==> src/load_cell_force_conditioner_top_defines.svh <==
// ---------------------------------------------------------------------------
// load cell force conditioner assertion macros
// shared concurrent assertion forms for the conditioner rtl
// ---------------------------------------------------------------------------
`ifndef LOAD_CELL_FORCE_CONDITIONER_TOP_DEFINES_SVH
`define LOAD_CELL_FORCE_CONDITIONER_TOP_DEFINES_SVH

// property checked at every clock edge outside reset
`define LCFC_ASSERT(lbl, clk, rst, prop, msg) \
   lbl: assert property (@(posedge clk) disable iff (rst) prop) else $error(msg);

// consequent checked in the cycle after the antecedent
`define LCFC_ASSERT_NEXT(lbl, clk, rst, ante, cons, msg) \
   lbl: assert property (@(posedge clk) disable iff (rst) ante |=> cons) else $error(msg);

`endif

==> src/lcfc_pkg.sv <==
// ---------------------------------------------------------------------------
// lcfc_pkg
// widths, codes, reset values and shared types of the force conditioner
// ---------------------------------------------------------------------------
package lcfc_pkg;

   // default parameter values
   localparam int DEF_ADC_BITS  = 24;
   localparam int DEF_FRAC_BITS = 16;

   // fixed field widths
   localparam int ACTION_W   = 2;
   localparam int STATUS_W   = 3;
   localparam int FORCE_W    = 32;
   localparam int MPLIER_W   = 32;
   localparam int ALPHA_W    = 17;
   localparam int BAND_W     = 31;
   localparam int CSR_ADDR_W = 2;
   localparam int CSR_DATA_W = 32;

   // multiplicand width with default converter width
   localparam int DEF_MCAND_W = FORCE_W + 1;

   // filter fixed point
   localparam int ALPHA_FRAC = 16;
   localparam logic [ALPHA_W-1:0] ALPHA_ONE = ALPHA_W'(1 << ALPHA_FRAC);
   localparam int ROUND_HALF = 1 << (ALPHA_FRAC - 1);

   // register reset values
   localparam logic [MPLIER_W-1:0] GAIN_RESET     = 32'd429497;
   localparam logic [ALPHA_W-1:0]  ALPHA_RESET    = 17'd13107;
   localparam logic [BAND_W-1:0]   DEADBAND_RESET = 31'd1966;

   // saturation limits
   localparam logic signed [FORCE_W-1:0] SAT_MAX = 32'sh7FFF_FFFF;
   localparam logic signed [FORCE_W-1:0] SAT_MIN = 32'sh8000_0000;

   typedef enum logic [ACTION_W-1:0] {
      ACT_SAMPLE  = 2'd0,
      ACT_CAPTURE = 2'd1,
      ACT_CLEAR   = 2'd2,
      ACT_TARE    = 2'd3
   } action_type;

   typedef enum logic [STATUS_W-1:0] {
      STATUS_NEW       = 3'd0,
      STATUS_HELD      = 3'd1,
      STATUS_ZEROED    = 3'd2,
      STATUS_ZERO_FAIL = 3'd3,
      STATUS_CLEARED   = 3'd4
   } status_type;

   typedef enum logic [CSR_ADDR_W-1:0] {
      CSR_ADC_OFFSET   = 2'd0,
      CSR_FORCE_GAIN   = 2'd1,
      CSR_FILTER_ALPHA = 2'd2,
      CSR_DEAD_BAND    = 2'd3
   } csr_index_type;

   // serial multiplier status toward the sequencer
   typedef struct packed {
      logic busy;
      logic done;
   } mul_stat_type;

endpackage

==> src/lcfc_serial_mul.sv <==
// ---------------------------------------------------------------------------
// lcfc_serial_mul
// shift-add multiplier, signed multiplicand by unsigned 32-bit multiplier,
// one multiplier bit per cycle with a narrow adder on the high half
// ---------------------------------------------------------------------------
module lcfc_serial_mul import lcfc_pkg::*; #(
   parameter int MCAND_W = DEF_MCAND_W
) (
   input  logic                              clock,
   input  logic                              reset,
   input  logic                              start,
   input  logic signed [MCAND_W-1:0]         mcand,
   input  logic [MPLIER_W-1:0]               mplier,
   output mul_stat_type                      stat,
   output logic signed [MCAND_W+MPLIER_W:0]  product
);

   localparam int CNT_W = $clog2(MPLIER_W);

   logic signed [MCAND_W:0]   hi_ff, hi_in;
   logic [MPLIER_W-1:0]       lo_ff, lo_in;
   logic signed [MCAND_W-1:0] md_ff, md_in;
   logic [CNT_W-1:0]          cnt_ff, cnt_in;
   logic                      busy_ff, busy_in;
   logic                      done_ff, done_in;
   logic signed [MCAND_W:0]   addend;
   logic signed [MCAND_W:0]   sum;

   // partial product add on the high half
   always_comb begin
      addend = lo_ff[0] ? (MCAND_W+1)'(md_ff) : '0;
      sum    = hi_ff + addend;
   end

   // step control and arithmetic right shift of the product pair
   always_comb begin
      hi_in   = hi_ff;
      lo_in   = lo_ff;
      md_in   = md_ff;
      cnt_in  = cnt_ff;
      busy_in = busy_ff;
      done_in = 1'b0;
      if (start) begin
         hi_in   = '0;
         lo_in   = mplier;
         md_in   = mcand;
         cnt_in  = '0;
         busy_in = 1'b1;
      end else if (busy_ff) begin
         hi_in  = {sum[MCAND_W], sum[MCAND_W:1]};
         lo_in  = {sum[0], lo_ff[MPLIER_W-1:1]};
         cnt_in = cnt_ff + 1'b1;
         if (cnt_ff == CNT_W'(MPLIER_W - 1)) begin
            busy_in = 1'b0;
            done_in = 1'b1;
         end
      end
   end

   // control registers
   always_ff @(posedge clock) begin
      if (reset) begin
         cnt_ff  <= '0;
         busy_ff <= 1'b0;
         done_ff <= 1'b0;
      end else begin
         cnt_ff  <= cnt_in;
         busy_ff <= busy_in;
         done_ff <= done_in;
      end
   end

   // datapath registers
   always_ff @(posedge clock) begin
      hi_ff <= hi_in;
      lo_ff <= lo_in;
      md_ff <= md_in;
   end

   assign stat.busy = busy_ff;
   assign stat.done = done_ff;
   assign product   = {hi_ff, lo_ff};

endmodule

==> config.mk <==
export PLATFORM = sky130hd
export DESIGN_NAME = lcfc_serial_mul
export DESIGN_NICKNAME = d
export VERILOG_FILES = /design/src/load_cell_force_conditioner_top_defines.svh /design/src/lcfc_pkg.sv /design/src/lcfc_serial_mul.sv
export SDC_FILE = /design/constraint.sdc
export NUM_CORES = 1
export LEC_CHECK = 0
export BUFFER_PORTS_ARGS = -buffer_cell sky130_fd_sc_hd__buf_2
export CORE_MARGIN = 3
export CORE_UTILIZATION = 52
export CTS_CLUSTER_DIAMETER = 50
export DETAILED_ROUTE_END_ITERATION = 8
export PLACE_DENSITY = 0.75
export SLEW_MARGIN = 20
export SYNTH_ARGS = -nofsm -noshare
export SYNTH_HDL_FRONTEND = slang
export SYNTH_SLANG_ARGS = --single-unit
export TNS_END_PERCENT = 1
==> constraint.sdc <==
create_clock -name clock -period 3.74 [get_ports clock]
set_input_delay 0.374 -clock clock [delete_from_list [all_inputs] [get_ports clock]]
set_output_delay 0.374 -clock clock [all_outputs]
set_load 0.005 [all_outputs]
# After elaboration in Yosys (flattened, before gate mapping)
# Cells that the tools add are included.
dict set report word_totals {
  regBits 105
  out_inout_bits 68
  inputBits 68
  elab_cells 20
}
dict set report op_classes {
  bitwise_logic 1
  mux 7
  reduce_logical 3
  eq_ne 1
  n_addsub 2
}
# cell n
set ops {}
lappend ops {{$mux 32} 2}
lappend ops {{$add 33x34->34} 1}
lappend ops {{$mux 34} 1}
lappend ops {{$add 5x1->5 const B} 1}
lappend ops {{$eq 5x5->1 const B} 1}
lappend ops {{$mux 1} 4}
lappend ops {{$reduce_or 3->1} 1}
lappend ops {{$reduce_bool 2->1} 1}
lappend ops {{$reduce_or 2->1} 1}
lappend ops {{$not 1->1} 1}

# Longest topological paths before layout
dict set report depth {
  ltp_word 4
  mapped_depth 11
  depth_no_buf 11
}

# Worst setup path after synthesis
# Ideal clock, no wire load.
dict set report synth_timing {
  path_kind {reg-to-reg}
  start {reg lo_ff[0]}
  end {reg hi_ff[22]}
  setup_slack_ns 1.221
  t_arrival_ns 2.394
  path_stages_with_launch 12
  setup_time_ns 0.125
  period_less_slack_ns 2.519
  cell_sequence {edfxtp_1 > clkbuf_1 > and2_1 > ha_1 > buf_6 > a2111oi_4 > o21ai_2 > a22oi_4 > o21ai_2 > a221o_1 > xnor2_1 > o21ai_1}
}
dict set report synth_between {
  elab_chain_cells 2
}
# item line_no
set synth_lines {}
lappend synth_lines {{from (decl)} lcfc_serial_mul.sv:21} ;# logic [MPLIER_W-1:0] lo_ff, lo_in;
lappend synth_lines {{from (signal assigned)} lcfc_serial_mul.sv:76} ;# lo_ff <= lo_in;
lappend synth_lines {{$mux 34} lcfc_serial_mul.sv:31} ;# addend = lo_ff[0] ? (MCAND_W+1)'(md_ff) : '0;
lappend synth_lines {{$add 33x34->34} lcfc_serial_mul.sv:32} ;# sum = hi_ff + addend;
lappend synth_lines {{to (signal assigned)} lcfc_serial_mul.sv:75} ;# hi_ff <= hi_in;
lappend synth_lines {{to (decl)} lcfc_serial_mul.sv:20} ;# logic signed [MCAND_W:0] hi_ff, hi_in;
# Every way passes these cells.
# A chain may end at the register's enable or synchronous reset.

# Worst setup path after layout
dict set report layout_timing {
  start {reg lo_ff[0]}
  end {reg hi_ff[21]}
}
# The elaborated chain is that of the path after synthesis.

==> results.toml <==
[worst_setup_path]
reg2reg_depth = 11
criticalPathCategory = "reg2reg"
cp-end-kind = "register"
path_max_fanout = 19
cp_data_arrival_time_ns = 3.56
start_kind = "register"
timing.rr.start = "lo_ff[0]"
r2r_slack_ns = 0.48
regToRegEndpoint = "hi_ff[21]"
cp.required_ns = 4.04

[routing]
drtIter0Drc = 233
ant_nets = 0
drc = 0
drt_wl_total_mm = 13.84
routedWlPerCell_um = 16.98
via_count = 4586
avgViaCountPerCell = 5.627
first_pass_iters = 5

[floorplan]
core-area_um2 = 10600
dieWidth_um = 111.7
start_util_pct = 54.82
die_h_um = 111.7
dieArea_um2 = 12480
fp-row-count = 37
io_pins = 136

[hold_path]
min_from = "mcand[9]"
worstHoldPathType = "in2reg"
min_to = "md_ff[9]"
worstHoldPathCells = 1

[global_routing]
grt_max_degree = 50
grt_pass1_wl_mm = 22.78
grt_remaining_overflow = 0
grt_pass1_vias = 4626
grtUsageTotal_pct = 22.43
grt_antenna_before_repair = 0

[synth]
yosys.cell_types.count = 54
synthesis.nets = 656
netlist_area_um2 = 5812
syn_avg_cell_area_um2 = 10.53
yosys_warnings = 0
ys_ff_latch = 105
synth_cells = 552
ys.flop_type = "edfxtp_1"
synth_seq_area_share_pct = 47.36
ys_async_sr_fraction_pct = 0
synth_edf_count = 65

[final_layout]
ff_latch_area_um2 = 2753
fillers = 887
final_area_um2 = 6759
antennaDiodeCount = 0
drive_gt1_share_pct = 28.42
multiInputGateArea_um2 = 2867
fin_util_pct = 63.76
area_growth_pct = 16.30
fin_nets = 778
final_cells = 815

[sta]
rsz0062_at_grt = "false"
post-route-worst-setup-slack_ns = 0.4849
fin_hold_ws_ns = 0.1486
max_freq_mhz = 307.2
worst-slew-pin-transition_ns = 0.8559
period_minus_slack_ns = 3.255
finalHoldViolations = 0
fin_skew_ns = 0.02196
fin_crit_sh_pct = 87.04
setup_viol = 0
slew_viol_final = 0
fin_tns_setup_ns = 0
slew_headroom_pct = 42.94

[clock_network]
cts_made_buffers = 9
cts_setup_buffers = 0
cts_resized = 0
root_buffer = "clkbuf_8"
cts_sinks = 105
cts_tree = "yes"
ctsHoldBuffers = 0
h-tree-depth = 3
clkLatencyLatePin_ns = 0.39
clockBufferDepth = 2
clk_pin_slew_worst_paths_ns = 0.11

[job]
maxCapViolations = 0

[power_and_ir_drop]
total_power_mw = 2.714
peakVddDrop_uv = 340.2
power.leakage_nw = 2.896
power.density_nw_per_um2 = 401.5

[place]
dp.cells = 799
hpwl_mm = 10.28
pre_cts_slack_ns = 0.5723
placed_cell_area_um2 = 6558
gp_congestion = 0.9033
portBuffers = 135

[status]
outcome = "completed"
==> worst max-delay path, cell delays in order (launching register included) <==
cell and delay [ns]:
edfxtp_1 0.70, and2_1 0.22, ha_1 0.20, inv_1 0.07, fa_1 0.39, nand2b_1 0.19, a211oi_1 0.22, nor2_1 0.11
o31ai_1 0.46, a21boi_0 0.27, xor2_1 0.19, o21ai_0 0.15
==> per-layer routing <==
layer	track usage [%]	vias to the layer above	part of all wire, %
li1	-	2244	-
met1	28.62	2173	43
met2	36.53	160	47
met3	8.533	9	8.4
met4	4.785	0	0.95
met5	0	-	0
==> cells by family (layout without fill, tap and decap cells) <==
logic type               Yosys count  count (layout)  share of synthesized area (%)
XOR/XNOR                          32              32                          4.822
AO/OA/AOI/OAI                    126             126                          14.19
adder cells (fa/ha/maj)           36              36                          7.879
flip-flops                       105             105                          47.36
buffers and inverters             43             170                          3.315
AND/OR/NAND/NOR                  164             164                          13.82
multiplexers                      46              46                          8.611
==> worst max path at each step <==
stage	startpoint	slack, ns	endpoint	cells past startpoint
finish	lo_ff[0]	0.48	hi_ff[21]	11
detailed placement	lo_ff[0]	0.57	hi_ff[21]	11
CTS	lo_ff[0]	0.53	hi_ff[21]	11
floorplan	lo_ff[0]	1.22	hi_ff[22]	11
global route	lo_ff[0]	0.31	hi_ff[21]	11
global placement	lo_ff[0]	0.77	hi_ff[21]	11
==> Yosys cell counts, types with 6 or more instances <==
cell type	number	area share, %
edfxtp_1	65	34
nand2_1	47	3.0
dfxtp_1	40	14
a21oi_1	37	3.2
nor2_1	37	2.4
ha_1	35	7.5
and2_1	33	3.6
mux2_2	32	6.2
o21ai_0	26	2.2
xor2_1	17	2.6
xnor2_1	15	2.3
clkbuf_1	14	0.90
inv_1	14	0.90
mux2i_1	14	2.4
buf_2	10	0.86
nand4_1	10	1.1
o21ai_1	10	0.86
nand3_1	9	0.77
nor3_1	8	0.69
nand2b_1	7	0.75
o21bai_1	6	0.77
==> flip-flops by register name, summed over array words and instances (netlist names) <==
name / cells
busy_ff: 1
cnt_ff: 5
done_ff: 1
hi_ff: 33
lo_ff: 32
md_ff: 33
==> cell usage in the layout (no fill, tap or decap), types with 3 or more instances in the layout <==
cell type and n:
buf_2 134, mux2i_1 14, o31ai_1 3, o21bai_1 6, a21oi_1 37, a31oi_1 4
clkbuf_8 10, and2_1 33, inv_6 3, nand2b_1 7, o211ai_1 4, nor2_1 37
a21boi_1 3, ha_1 35, o21ai_0 26, dfxtp_1 40, a21o_1 4, a21boi_0 3
nor2b_1 4, buf_4 6, inv_1 14, nand2_1 47, nand3_1 9, a211oi_1 4
a221o_1 3, xor2_1 17, xnor2_1 15, nand4_1 10, mux2_2 32, edfxtp_1 65
nor3_1 8, o21ai_1 10, o21ai_2 3
==> where the power goes <==
part,total (mW),internal (mW),switching (mW)
clock network,0.737,0.334,0.403
logic,0.570,0.257,0.313
registers,1.41,1.34,0.0656
total,2.71,1.93,0.782
==> layout make-up <==
type	count	share of cell area, %
clock inverters	5	0.8886
flip-flops and latches	105	40.73
multi-input cells	404	42.41
well taps	136	2.518
clock buffers	11	2.092
inverters	14	0.7775
repair buffers	140	10.59
Note: power is estimated with default switching activity, not from simulation.
